===== src/sv/bstd_pkg.sv =====
// Shared types, codes and constants for the BER scalar TLV decoder.
// No dependencies.
package bstd_pkg;

    // Longest long-form length field accepted (count of length bytes)
    localparam int MAX_LENGTH_BYTES = 8;

    localparam int CFG_IDX_W = 3;

    // Configuration register indexes
    localparam logic [CFG_IDX_W-1:0] CFG_TAG_INTEGER   = 3'd0;
    localparam logic [CFG_IDX_W-1:0] CFG_TAG_COUNTER32 = 3'd1;
    localparam logic [CFG_IDX_W-1:0] CFG_TAG_GAUGE32   = 3'd2;
    localparam logic [CFG_IDX_W-1:0] CFG_TAG_TIMETICKS = 3'd3;
    localparam logic [CFG_IDX_W-1:0] CFG_TAG_COUNTER64 = 3'd4;

    // Tag reset values
    localparam logic [7:0] RST_TAG_INTEGER   = 8'd2;
    localparam logic [7:0] RST_TAG_COUNTER32 = 8'd65;
    localparam logic [7:0] RST_TAG_GAUGE32   = 8'd66;
    localparam logic [7:0] RST_TAG_TIMETICKS = 8'd67;
    localparam logic [7:0] RST_TAG_COUNTER64 = 8'd70;

    // Value kinds
    localparam logic [2:0] K_INTEGER   = 3'd0;
    localparam logic [2:0] K_COUNTER32 = 3'd1;
    localparam logic [2:0] K_GAUGE32   = 3'd2;
    localparam logic [2:0] K_TIMETICKS = 3'd3;
    localparam logic [2:0] K_COUNTER64 = 3'd4;

    // Error codes
    localparam logic [2:0] E_OK     = 3'd0;
    localparam logic [2:0] E_TAG    = 3'd1;
    localparam logic [2:0] E_LENENC = 3'd2;
    localparam logic [2:0] E_CLEN   = 3'd3;
    localparam logic [2:0] E_NONMIN = 3'd4;
    localparam logic [2:0] E_TRUNC  = 3'd5;

    typedef enum logic [1:0] {
        PH_TAG,
        PH_LEN,
        PH_LLONG,
        PH_CONT
    } t_phase;

    // Largest content length allowed per kind
    function automatic logic [3:0] max_len_of(input logic [2:0] kind);
        logic [3:0] len;
        case (kind)
            K_INTEGER:   len = 4'd4;
            K_COUNTER64: len = 4'd9;
            default:     len = 4'd5;
        endcase
        return len;
    endfunction

endpackage


===== src/sv/ber_scalar_tlv_decoder.sv =====
// Streaming decoder for BER scalar TLVs (INTEGER, Counter32, Gauge32,
// TimeTicks, Counter64), one byte per request. Depends on bstd_pkg.
// Result path: an accepted request is held in the input register, then decoded
// into the result register; a result waiting downstream can hold it there.
// Throughput: one byte per cycle while no result is held up downstream; the input
// register keeps taking bytes that produce no result while a result waits downstream.
// Reset: synchronous, active low; tags return to their defaults and the
// decoder expects a tag byte.
module ber_scalar_tlv_decoder
    import bstd_pkg::*;
(
    input  logic                 i_clk,
    input  logic                 i_rst_n,

    // byte stream in
    input  logic                 i_in_valid,
    output logic                 o_in_stall,
    input  logic [7:0]           i_data_byte,
    input  logic                 i_buffer_end,

    // results out
    output logic                 o_out_valid,
    input  logic                 i_out_stall,
    output logic [63:0]          o_value,
    output logic [2:0]           o_value_kind,
    output logic [2:0]           o_error_code,

    // configuration writes
    input  logic                 i_cfg_wr_en,
    input  logic [CFG_IDX_W-1:0] i_cfg_index,
    input  logic [7:0]           i_cfg_data
);

    // ------------------------------------------------------------------
    // Tag registers
    // ------------------------------------------------------------------
    logic [7:0] r_tag_int, r_tag_c32, r_tag_g32, r_tag_tt, r_tag_c64;

    always_ff @(posedge i_clk) begin
        if (!i_rst_n) begin
            r_tag_int <= RST_TAG_INTEGER;
            r_tag_c32 <= RST_TAG_COUNTER32;
            r_tag_g32 <= RST_TAG_GAUGE32;
            r_tag_tt  <= RST_TAG_TIMETICKS;
            r_tag_c64 <= RST_TAG_COUNTER64;
        end else if (i_cfg_wr_en) begin
            case (i_cfg_index)
                CFG_TAG_INTEGER:   r_tag_int <= i_cfg_data;
                CFG_TAG_COUNTER32: r_tag_c32 <= i_cfg_data;
                CFG_TAG_GAUGE32:   r_tag_g32 <= i_cfg_data;
                CFG_TAG_TIMETICKS: r_tag_tt  <= i_cfg_data;
                CFG_TAG_COUNTER64: r_tag_c64 <= i_cfg_data;
                default: ;  // unused indexes are ignored
            endcase
        end
    end

    // ------------------------------------------------------------------
    // Input register
    // ------------------------------------------------------------------
    logic       r_in_vld;
    logic [7:0] r_in_data;
    logic       r_in_last;
    logic       in_accept;
    logic       advance;    // held byte goes through the decoder this cycle
    logic       res_vld;    // held byte completes or fails a TLV

    assign in_accept  = i_in_valid && !o_in_stall;
    // A byte that yields a result needs room in the result register.
    assign advance    = r_in_vld && (!res_vld || !o_out_valid || !i_out_stall);
    assign o_in_stall = r_in_vld && !advance;

    always_ff @(posedge i_clk) begin
        if (!i_rst_n) begin
            r_in_vld <= 1'b0;
        end else if (in_accept) begin
            r_in_vld <= 1'b1;
        end else if (advance) begin
            r_in_vld <= 1'b0;
        end
    end

    always_ff @(posedge i_clk) begin
        if (in_accept) begin
            r_in_data <= i_data_byte;
            r_in_last <= i_buffer_end;
        end
    end

    // ------------------------------------------------------------------
    // Decoder state
    // ------------------------------------------------------------------
    t_phase      r_phase,      n_phase;
    logic [2:0]  r_kind,       n_kind;
    logic [3:0]  r_len_left,   n_len_left;    // long-form length bytes still due
    logic        r_len_first,  n_len_first;   // next length byte is the first one
    logic [3:0]  r_cont_total, n_cont_total;
    logic [3:0]  r_cont_left,  n_cont_left;
    logic [7:0]  r_first_byte, n_first_byte;
    logic [63:0] r_acc,        n_acc;

    logic [63:0] res_val;
    logic [2:0]  res_err;
    logic        done;          // TLV finished: back to tag phase

    logic [7:0]  d;
    logic        last;
    logic [3:0]  max_len;
    logic [3:0]  cont_idx;
    logic [63:0] acc_base;

    assign d        = r_in_data;
    assign last     = r_in_last;
    assign max_len  = max_len_of(r_kind);
    assign cont_idx = r_cont_total - r_cont_left;

    always_comb begin
        n_phase      = r_phase;
        n_kind       = r_kind;
        n_len_left   = r_len_left;
        n_len_first  = r_len_first;
        n_cont_total = r_cont_total;
        n_cont_left  = r_cont_left;
        n_first_byte = r_first_byte;
        n_acc        = r_acc;
        res_vld      = 1'b0;
        res_val      = '0;
        res_err      = E_OK;
        done         = 1'b0;
        acc_base     = r_acc;

        case (r_phase)
            PH_TAG: begin
                // first match wins when tags are duplicated
                n_phase = PH_LEN;
                if (d == r_tag_int)      n_kind = K_INTEGER;
                else if (d == r_tag_c32) n_kind = K_COUNTER32;
                else if (d == r_tag_g32) n_kind = K_GAUGE32;
                else if (d == r_tag_tt)  n_kind = K_TIMETICKS;
                else if (d == r_tag_c64) n_kind = K_COUNTER64;
                else begin
                    n_kind  = K_INTEGER;
                    res_vld = 1'b1;
                    res_err = E_TAG;
                end
                if (!res_vld && last) begin
                    res_vld = 1'b1;
                    res_err = E_TRUNC;
                end
            end

            PH_LEN: begin
                if (!d[7]) begin
                    // short form
                    if (d[6:0] == 7'd0 || d[6:0] > {3'b000, max_len}) begin
                        res_vld = 1'b1;
                        res_err = E_CLEN;
                    end else begin
                        n_cont_total = d[3:0];
                        n_cont_left  = d[3:0];
                        n_phase      = PH_CONT;
                        if (last) begin
                            res_vld = 1'b1;
                            res_err = E_TRUNC;
                        end
                    end
                end else if (d[6:0] == 7'd0 || d[6:0] > 7'(MAX_LENGTH_BYTES)) begin
                    // indefinite form or too many length bytes
                    res_vld = 1'b1;
                    res_err = E_LENENC;
                end else begin
                    n_len_left  = d[3:0];
                    n_len_first = 1'b1;
                    n_phase     = PH_LLONG;
                    if (last) begin
                        res_vld = 1'b1;
                        res_err = E_TRUNC;
                    end
                end
            end

            PH_LLONG: begin
                // A multi-byte length starts nonzero, so it is at least 256 and
                // always exceeds every kind's limit. Only a single length byte
                // can land below 128.
                n_len_left  = r_len_left - 4'd1;
                n_len_first = 1'b0;
                if (r_len_first && r_len_left > 4'd1 && d == 8'h00) begin
                    res_vld = 1'b1;
                    res_err = E_NONMIN;
                end else if (r_len_left == 4'd1) begin
                    res_vld = 1'b1;
                    res_err = (r_len_first && !d[7]) ? E_NONMIN : E_CLEN;
                end else if (last) begin
                    res_vld = 1'b1;
                    res_err = E_TRUNC;
                end
            end

            PH_CONT: begin
                if (cont_idx == 4'd0) begin
                    n_first_byte = d;
                    // full-width unsigned content must open with a zero byte
                    if (r_kind != K_INTEGER && r_cont_total == max_len && d != 8'h00) begin
                        res_vld = 1'b1;
                        res_err = E_CLEN;
                    end
                    acc_base = (r_kind == K_INTEGER && d[7]) ? '1 : '0;
                end else if (cont_idx == 4'd1) begin
                    // redundant leading 0x00, or 0xFF for signed values
                    if (r_first_byte == 8'h00 && !d[7]) begin
                        res_vld = 1'b1;
                        res_err = E_NONMIN;
                    end else if (r_kind == K_INTEGER && r_first_byte == 8'hFF && d[7]) begin
                        res_vld = 1'b1;
                        res_err = E_NONMIN;
                    end
                end
                if (!res_vld) begin
                    n_acc       = {acc_base[55:0], d};
                    n_cont_left = r_cont_left - 4'd1;
                    if (r_cont_left == 4'd1) begin
                        res_vld = 1'b1;
                        res_val = (r_kind == K_COUNTER64) ? n_acc : {32'h0, n_acc[31:0]};
                    end else if (last) begin
                        res_vld = 1'b1;
                        res_err = E_TRUNC;
                    end
                end
            end

            default: begin
                done = 1'b1;
            end
        endcase

        if (res_vld) begin
            done = 1'b1;
        end
        if (done) begin
            n_phase      = PH_TAG;
            n_len_left   = '0;
            n_len_first  = 1'b0;
            n_cont_total = '0;
            n_cont_left  = '0;
            n_first_byte = '0;
            n_acc        = '0;
        end
    end

    always_ff @(posedge i_clk) begin
        if (!i_rst_n) begin
            r_phase      <= PH_TAG;
            r_kind       <= K_INTEGER;
            r_len_left   <= '0;
            r_len_first  <= 1'b0;
            r_cont_total <= '0;
            r_cont_left  <= '0;
            r_first_byte <= '0;
            r_acc        <= '0;
        end else if (advance) begin
            r_phase      <= n_phase;
            r_kind       <= n_kind;
            r_len_left   <= n_len_left;
            r_len_first  <= n_len_first;
            r_cont_total <= n_cont_total;
            r_cont_left  <= n_cont_left;
            r_first_byte <= n_first_byte;
            r_acc        <= n_acc;
        end
    end

    // ------------------------------------------------------------------
    // Result register
    // ------------------------------------------------------------------
    logic        r_out_vld;
    logic [63:0] r_out_value;
    logic [2:0]  r_out_kind;
    logic [2:0]  r_out_err;
    logic        res_load;

    assign res_load = advance && res_vld;

    always_ff @(posedge i_clk) begin
        if (!i_rst_n) begin
            r_out_vld <= 1'b0;
        end else if (res_load) begin
            r_out_vld <= 1'b1;
        end else if (!i_out_stall) begin
            r_out_vld <= 1'b0;
        end
    end

    always_ff @(posedge i_clk) begin
        if (res_load) begin
            r_out_value <= res_val;
            r_out_kind  <= n_kind;
            r_out_err   <= res_err;
        end
    end

    assign o_out_valid  = r_out_vld;
    assign o_value      = r_out_value;
    assign o_value_kind = r_out_kind;
    assign o_error_code = r_out_err;

`ifndef ASSERT_OFF
    // content phase always has bytes still due
    a_cont_left: assert property (@(posedge i_clk) disable iff (!i_rst_n)
        r_phase == PH_CONT |-> (r_cont_left != 4'd0 && r_cont_left <= r_cont_total))
        else $error("content counter out of range");

    a_len_left: assert property (@(posedge i_clk) disable iff (!i_rst_n)
        r_phase == PH_LLONG |->
            (r_len_left != 4'd0 && r_len_left <= 4'(MAX_LENGTH_BYTES)))
        else $error("length byte counter out of range");

    a_err_zero: assert property (@(posedge i_clk) disable iff (!i_rst_n)
        (o_out_valid && o_error_code != E_OK) |-> o_value == 64'h0)
        else $error("error result carries a nonzero value");

    a_res_lands: assert property (@(posedge i_clk) disable iff (!i_rst_n)
        res_load |=> o_out_valid)
        else $error("decoded result lost");

    a_tag_clean: assert property (@(posedge i_clk) disable iff (!i_rst_n)
        r_phase == PH_TAG |-> (r_acc == 64'h0 && r_cont_left == 4'd0))
        else $error("stale TLV state in tag phase");
`endif

endmodule


===== config.mk =====
export PLATFORM = sky130hd
export DESIGN_NAME = ber_scalar_tlv_decoder
export DESIGN_NICKNAME = d
export VERILOG_FILES = /design/src/sv/bstd_pkg.sv /design/src/sv/ber_scalar_tlv_decoder.sv
export SDC_FILE = /design/constraint.sdc
export NUM_CORES = 1
export LEC_CHECK = 0
export ABC_AREA = 1
export BUFFER_PORTS_ARGS = -buffer_cell sky130_fd_sc_hd__buf_2
export CORE_MARGIN = 1.5
export CORE_UTILIZATION = 53
export CTS_BUF_LIST = sky130_fd_sc_hd__clkbuf_16
export DETAILED_ROUTE_END_ITERATION = 8
export PLACE_DENSITY = 0.84
export SETUP_SLACK_MARGIN = 0.15
export SYNTH_ARGS = -nofsm -noshare
export SYNTH_HDL_FRONTEND = slang
export SYNTH_SLANG_ARGS = --single-unit

===== constraint.sdc =====
create_clock -name i_clk -period 4 [get_ports i_clk]
set_clock_uncertainty 0.05 [all_clocks]
set_input_delay 0.2 -clock i_clk [delete_from_list [all_inputs] [get_ports i_clk]]
set_output_delay 0.2 -clock i_clk [all_outputs]
set_load 0.05 [all_outputs]

# [Word-level counts from Yosys, hierarchy flattened]
# Cells that the tools add are included.
[op_classes] n_addsub=3 n_lt_le_gt_ge=3 n_eq_ne=29 muxes=84 bitwise=3 reduce_logical=54
[op_table] operator="$mux W56" n=5
[op_table] operator="$mux W3" n=21
[op_table] operator="$eq A8 B8 Y1" n=5
[op_table] operator="$mux W4" n=9
[op_table] operator="$mux W1" n=34
[op_table] operator="$mux W8" n=3
[op_table] operator="$pmux W4 S2" n=3
[op_table] operator="$logic_not A8 Y1" n=2
[op_table] operator="$ne A3 B3 Y1 const B" n=5
[op_table] operator="$logic_and A1 B1 Y1" n=14
[op_table] operator="$eq A4 B1 Y1 const B" n=3
[op_table] operator="$pmux W3 S4" n=1
[op_table] operator="$reduce_and A4 Y1" n=3
[op_table] operator="$reduce_bool A3 Y1" n=4
[op_table] operator="$mux W2" n=5
[op_table] operator="$reduce_and A2 Y1" n=5
[op_table] operator="$eq A8 B8 Y1 const B" n=1
[op_table] operator="$ne A4 B4 Y1 const B" n=2
[op_table] operator="$reduce_bool A2 Y1" n=4
[op_table] operator="$reduce_bool A8 Y1" n=1
[op_table] operator="$sub A4 B1 Y4 const B" n=2
[op_table] operator="$gt A7 B4 Y1" n=1
[op_table] operator="$gt A7 B4 Y1 const B" n=1
[op_table] operator="$logic_not A1 Y1" n=7
[op_table] operator="other kinds (23)" n=35
[word_totals] register_bits=203 output_inout_bits=72 word_cells=197

# [Longest topological paths before layout]
[depth] ltp_word=20 mapped_depth=21 ltp_nobuf=20

# [Least setup slack after synthesis]
# Ideal clock, no wire load.
[synth_path] kind="flip-flop to flip-flop" from="register r_cont_left[0]" to="register r_out_err[0] (netlist: o_error_code[0]) (enable)" t_arrival_ps=3606 required_time_ps=3526 slack_ps=-80 path_stages_with_launch=16 period_less_slack_ps=4080 cell_sequence="dfxtp_1 -> ha_1 -> inv_1 -> fa_1 -> xnor2_1 -> nand2_1 -> nor2_1 -> nand2_1 -> nand2_1 -> a21oi_1 -> nand3_4 -> a21oi_4 -> buf_6 -> buf_6 -> nand2_1 -> inv_1"
[synth_via] elab_chain_len=12 elab_cells_between_ends=15 classes_between="add/sub (1); eq/ne (2); mux (6); reduce/logical (6)"
[synth_lines] item="start: declaration" line_no="ber_scalar_tlv_decoder.sv:98" text="logic [3:0] r_cont_left, n_cont_left;"
[synth_lines] item="start signal: assignment" line_no="ber_scalar_tlv_decoder.sv:267" text="r_cont_left <= n_cont_left;"
[synth_lines] item="$sub A4 B4 Y4" line_no="ber_scalar_tlv_decoder.sv:115" text="assign cont_idx = r_cont_total - r_cont_left;"
[synth_lines] item="$eq A4 B1 Y1" line_no="ber_scalar_tlv_decoder.sv:209" text="end else if (cont_idx == 4'd1) begin"
[synth_lines] item="$mux W1" line_no="ber_scalar_tlv_decoder.sv:209"
[synth_lines] item="$mux W1" line_no="ber_scalar_tlv_decoder.sv:201" text="if (cont_idx == 4'd0) begin"
[synth_lines] item="$mux W1" line_no="ber_scalar_tlv_decoder.sv:132" text="case (r_phase)"
[synth_lines] item="$mux W1 *" line_no="ber_scalar_tlv_decoder.sv:219" text="if (!res_vld) begin"
[synth_lines] item="$pmux W1 S4 *" line_no="ber_scalar_tlv_decoder.sv:132"
[synth_lines] item="$logic_not A1 Y1" line_no="ber_scalar_tlv_decoder.sv:70" text="assign advance = r_in_vld && (!res_vld || !o_out_valid || !i_out_stall);"
[synth_lines] item="$logic_or A1 B1 Y1 (2 in a row)" line_no="ber_scalar_tlv_decoder.sv:70"
[synth_lines] item="$logic_and A1 B1 Y1" line_no="ber_scalar_tlv_decoder.sv:70"
[synth_lines] item="$logic_and A1 B1 Y1 *" line_no="ber_scalar_tlv_decoder.sv:282" text="assign res_load = advance && res_vld;"
[synth_lines] item="via res_load" line_no="ber_scalar_tlv_decoder.sv:280" text="logic res_load;"
[synth_lines] item="end signal: assignment" line_no="ber_scalar_tlv_decoder.sv:298" text="r_out_err <= res_err;"
[synth_lines] item="end: declaration" line_no="ber_scalar_tlv_decoder.sv:279" text="logic [2:0] r_out_err;"
# Mark *: on every way through the listed nets, which the timed path passes. The rest lies on a longest branch. The select of a mux whose other input is x is not followed.
# A chain may end at the register's enable or synchronous reset.

# [Worst setup path in the final report]
[layout_path] from="register r_cont_left[0]" to="output port o_in_stall"
[layout_via] elab_chain_len=13 elab_cells_between_ends=16 classes_between="add/sub (1); eq/ne (2); mux (6); reduce/logical (7)"
[layout_lines] item="$sub A4 B4 Y4" line_no="ber_scalar_tlv_decoder.sv:115"
[layout_lines] item="$eq A4 B1 Y1" line_no="ber_scalar_tlv_decoder.sv:209"
[layout_lines] item="$mux W1" line_no="ber_scalar_tlv_decoder.sv:209"
[layout_lines] item="$mux W1" line_no="ber_scalar_tlv_decoder.sv:201"
[layout_lines] item="$mux W1" line_no="ber_scalar_tlv_decoder.sv:132"
[layout_lines] item="$mux W1 *" line_no="ber_scalar_tlv_decoder.sv:219"
[layout_lines] item="$pmux W1 S4 *" line_no="ber_scalar_tlv_decoder.sv:132"
[layout_lines] item="$logic_not A1 Y1 *" line_no="ber_scalar_tlv_decoder.sv:70"
[layout_lines] item="$logic_or A1 B1 Y1 * (2 in a row)" line_no="ber_scalar_tlv_decoder.sv:70"
[layout_lines] item="$logic_and A1 B1 Y1 *" line_no="ber_scalar_tlv_decoder.sv:70"
[layout_lines] item="$logic_not A1 Y1 *" line_no="ber_scalar_tlv_decoder.sv:71" text="assign o_in_stall = r_in_vld && !advance;"
[layout_lines] item="$logic_and A1 B1 Y1 *" line_no="ber_scalar_tlv_decoder.sv:71"
[layout_lines] item="end: declaration" line_no="ber_scalar_tlv_decoder.sv:17" text="output logic o_in_stall,"
# Every way passes the cells marked *; elsewhere a longest branch is shown, timed or not. The select of a mux whose other input is x is not followed.

==> results_dict.tcl <==
set metrics [dict create \
    status "finished, final reports clean" \
    overflow 0 \
    yosys.area_share.adder 0.0151 \
    min_period_ps 3460 \
    rsz0062_at_grt "no" \
    finalSetupViolations 0 \
    arrival_ps 3210 \
    p_seq_frac 0.482 \
    synth_cell_types 36 \
    netlist_instances 1233 \
    die_height_um 138 \
    crit_chain "ha_1 -> inv_1 -> fa_1 -> xnor2_1 -> nand2_1 -> nor2_1 -> nand3_1 -> nor2_1 -> nor2_4 -> nand3_4 -> nand2_1 -> nor2_1 -> buf_2" \
    synthMuxAreaShare 0 \
    post_cts_buffers 0 \
    crit_path_end_kind "output port" \
    wirelength_mm 22.4 \
    swShare 0.285 \
    syn_area_per_cell_sq_um 7.78 \
    die_w_um 138 \
    htree_levels 1 \
    cp-start-kind "flop" \
    ys_seq_area_frac 0.506 \
    grt_pass1_wl_mm 36.9 \
    maxCapViolations 0 \
    p_comb_frac 0.149 \
    tightest_slew_ps 1160 \
    worst_hold_slack_ps 7.22 \
    crit_buf_inv 2 \
    clock.fmax_mhz 289 \
    intPower_uw 3380 \
    viasPerCell 5.34 \
    coreArea_sq_um 17800 \
    synth-edff-count 79 \
    gp_congestion 0.943 \
    synth_xor_area_frac 0.0338 \
    synthFlopType "dfxtp_1" \
    clock-sinks 203 \
    crit_path_top_delay_cell "dfxtp_1" \
    worstSetupPathType "flop to output port" \
    cp_num_cells 13 \
    boundaryPins 97 \
    switching_power_uw 1340 \
    crit_start "r_cont_left[0]" \
    insertion_delay_ps 500 \
    wl_per_cell_um 14.4 \
    n_antenna_cell 0 \
    vias 8341 \
    fin_tns_setup_ps 0 \
    drv_slew 0 \
    cellLeakagePower_uw 0.00456 \
    area_growth_pct 14.3 \
    synthArstFlopShare 0 \
    layout_common_cells "nor2_1, nand2_1, inv_1" \
    path_delay_family "simple AND/OR/NAND/NOR gates" \
    place_hpwl_mm 14.5 \
    grt_pass1_vias 7796 \
    p_per_area_nw_per_um2 431 \
    r2r_cells 17 \
    synthSimpleGateAreaFrac 0.243 \
    drt_pass1_iterations 5 \
    final_common_cell "nor2_1" \
    worstPathMaxFanout 15 \
    p_clk_frac 0.369 \
    synth_top_area_cell "dfxtp_1" \
    drive_above_1_share 0.121 \
    synth.top_cell.area_share 0.259 \
    ys_seq_elements 203 \
    drc 0 \
    cpPeakStageDelay_ps 400 \
    drt-initial-drc-count 887 \
    die-area_sq_um 18900 \
    endpoint "o_in_stall" \
    synthTopCellsByArea "dfxtp_1, edfxtp_1, nor2_1" \
    cts_tree "yes" \
    synth_top_family_by_area "simple AND/OR/NAND/NOR gates" \
    num_rows 49 \
    yosys_warnings 0 \
    synth_compound_area_frac 0.108 \
    cts-root-buf "clkbuf_16" \
    clkTransAtPathRegs_ps 60 \
    initial_core_util 0.538 \
    final_antenna_net_count 0 \
    r2r_start "r_cont_left[0]" \
    syn_nets 1269 \
    grt_max_degree 71 \
    final_nets 1355 \
    final_hold_viol_count 0 \
    fin_crit_sh 0.865 \
    cts_buffer_depth 3 \
    ir_worst_vdd_mv 0.445 \
    min_path_type "input pin to flop" \
    slew_headroom 0.228 \
    numCtsBuffers 21 \
    portBuffers 96 \
    antenna_found_initial 0 \
    regToRegEndpoint "r_acc[45]" \
    track_usage 0.244 \
    ff2ff_setup_slack_ps 630 \
    synth_area_sq_um 9590 \
    cp.required_ps 3750 \
    cp_common_cell "nor2_1" \
]
power by group through the flow:
stage          clock (uW)  combinational [uW]  sequential (uW)
2_1_floorplan           0                 424             2410
3_3_place_gp            0                 663             2320
3_5_place_dp            0                 676             2320
4_1_cts              1770                 697             2280
5_1_grt              1850                 783             2290
6_report             1740                 704             2280
stage by stage:
stage | std cells | power, uW | utilization | instance area [sq um] | worst slack (ps)
floorplan | 1233 | 2830 | - | 9600 | 342
global placement | 1507 | 2980 | 0.571 | 10200 | 883
detailed placement | 1507 | 3000 | 0.571 | 10200 | 761
CTS | 1563 | 4740 | 0.614 | 11000 | 590
global route | 1563 | 4920 | 0.614 | 11000 | 224
finish | 1563 | 4720 | 0.614 | 11000 | 541
how the worst min path moves through the flow:
stage / from / end / depth (start not counted)
6_report: i_cfg_data[4] / r_tag_c32[4] / 3
5_1_grt: i_cfg_data[4] / r_tag_g32[4] / 3
4_1_cts: i_cfg_data[4] / r_tag_c32[4] / 3
3_5_place_dp: i_data_byte[2] / d[2] / 1
3_3_place_gp: i_data_byte[1] / d[1] / 1
2_1_floorplan: i_data_byte[0] / d[0] / 0
tightest hold or removal path, delay by kind of cell:
family / cells / cell delay [ps]
buffers and inverters: 1 / 160
AND/OR/NAND/NOR: 2 / 160
what timing repair did:
item / 4_1_cts / 5_1_grt
hold buffers: 18 / 0
endpoints found under the hold margin: 31 / 0
endpoints found under the setup margin: 0 / 0
resized for setup: 0 / 0
registers in the layout, summed over array words and instances (netlist names), 8 cells and up:
signal and cells:
d 8, o_value 64, r_acc 56, r_first_byte 8, r_tag_c32 8, r_tag_c64 8, r_tag_g32 8, r_tag_int 8
r_tag_tt 8
metal layers:
metal	GRT usage	vias to the layer above	share of wire
li1	-	4116	-
met1	0.312	3821	0.41
met2	0.415	337	0.49
met3	0.0375	67	0.067
met4	0.0930	0	0.034
met5	0	-	0
cell type report:
| type | instances | area, sq um |
|---|---|---|
| fill | 1498 | 6880 |
| timing repair buffer | 127 | 796 |
| inverter | 155 | 586 |
| tap | 229 | 287 |
| multi-input combinational | 811 | 3840 |
| sequential | 203 | 4850 |
| clock inverter | 17 | 77.6 |
| clock buffer | 21 | 526 |
cells in the mapped netlist (7+ instances only):
cell type  number
xnor2_1        35
edfxtp_1       79
o21ai_1        35
clkbuf_1       31
buf_4          10
o21ai_0        90
nand2_1       220
dfxtp_1       124
inv_2           7
buf_2          16
nand3_1        51
nand4_1        25
ha_1           10
a21oi_1        70
inv_1         145
nor2_1        243
logic make-up (layout without fill, tap and decap cells):
kind of cell	count (synthesis)	in the layout
AO/OA/AOI/OAI	202	202
flip-flops	203	203
adder cells (fa/ha/maj)	11	11
XOR/XNOR	37	37
buffers and inverters	219	320
AND/OR/NAND/NOR	561	561
(Power assumes the default switching activity.)
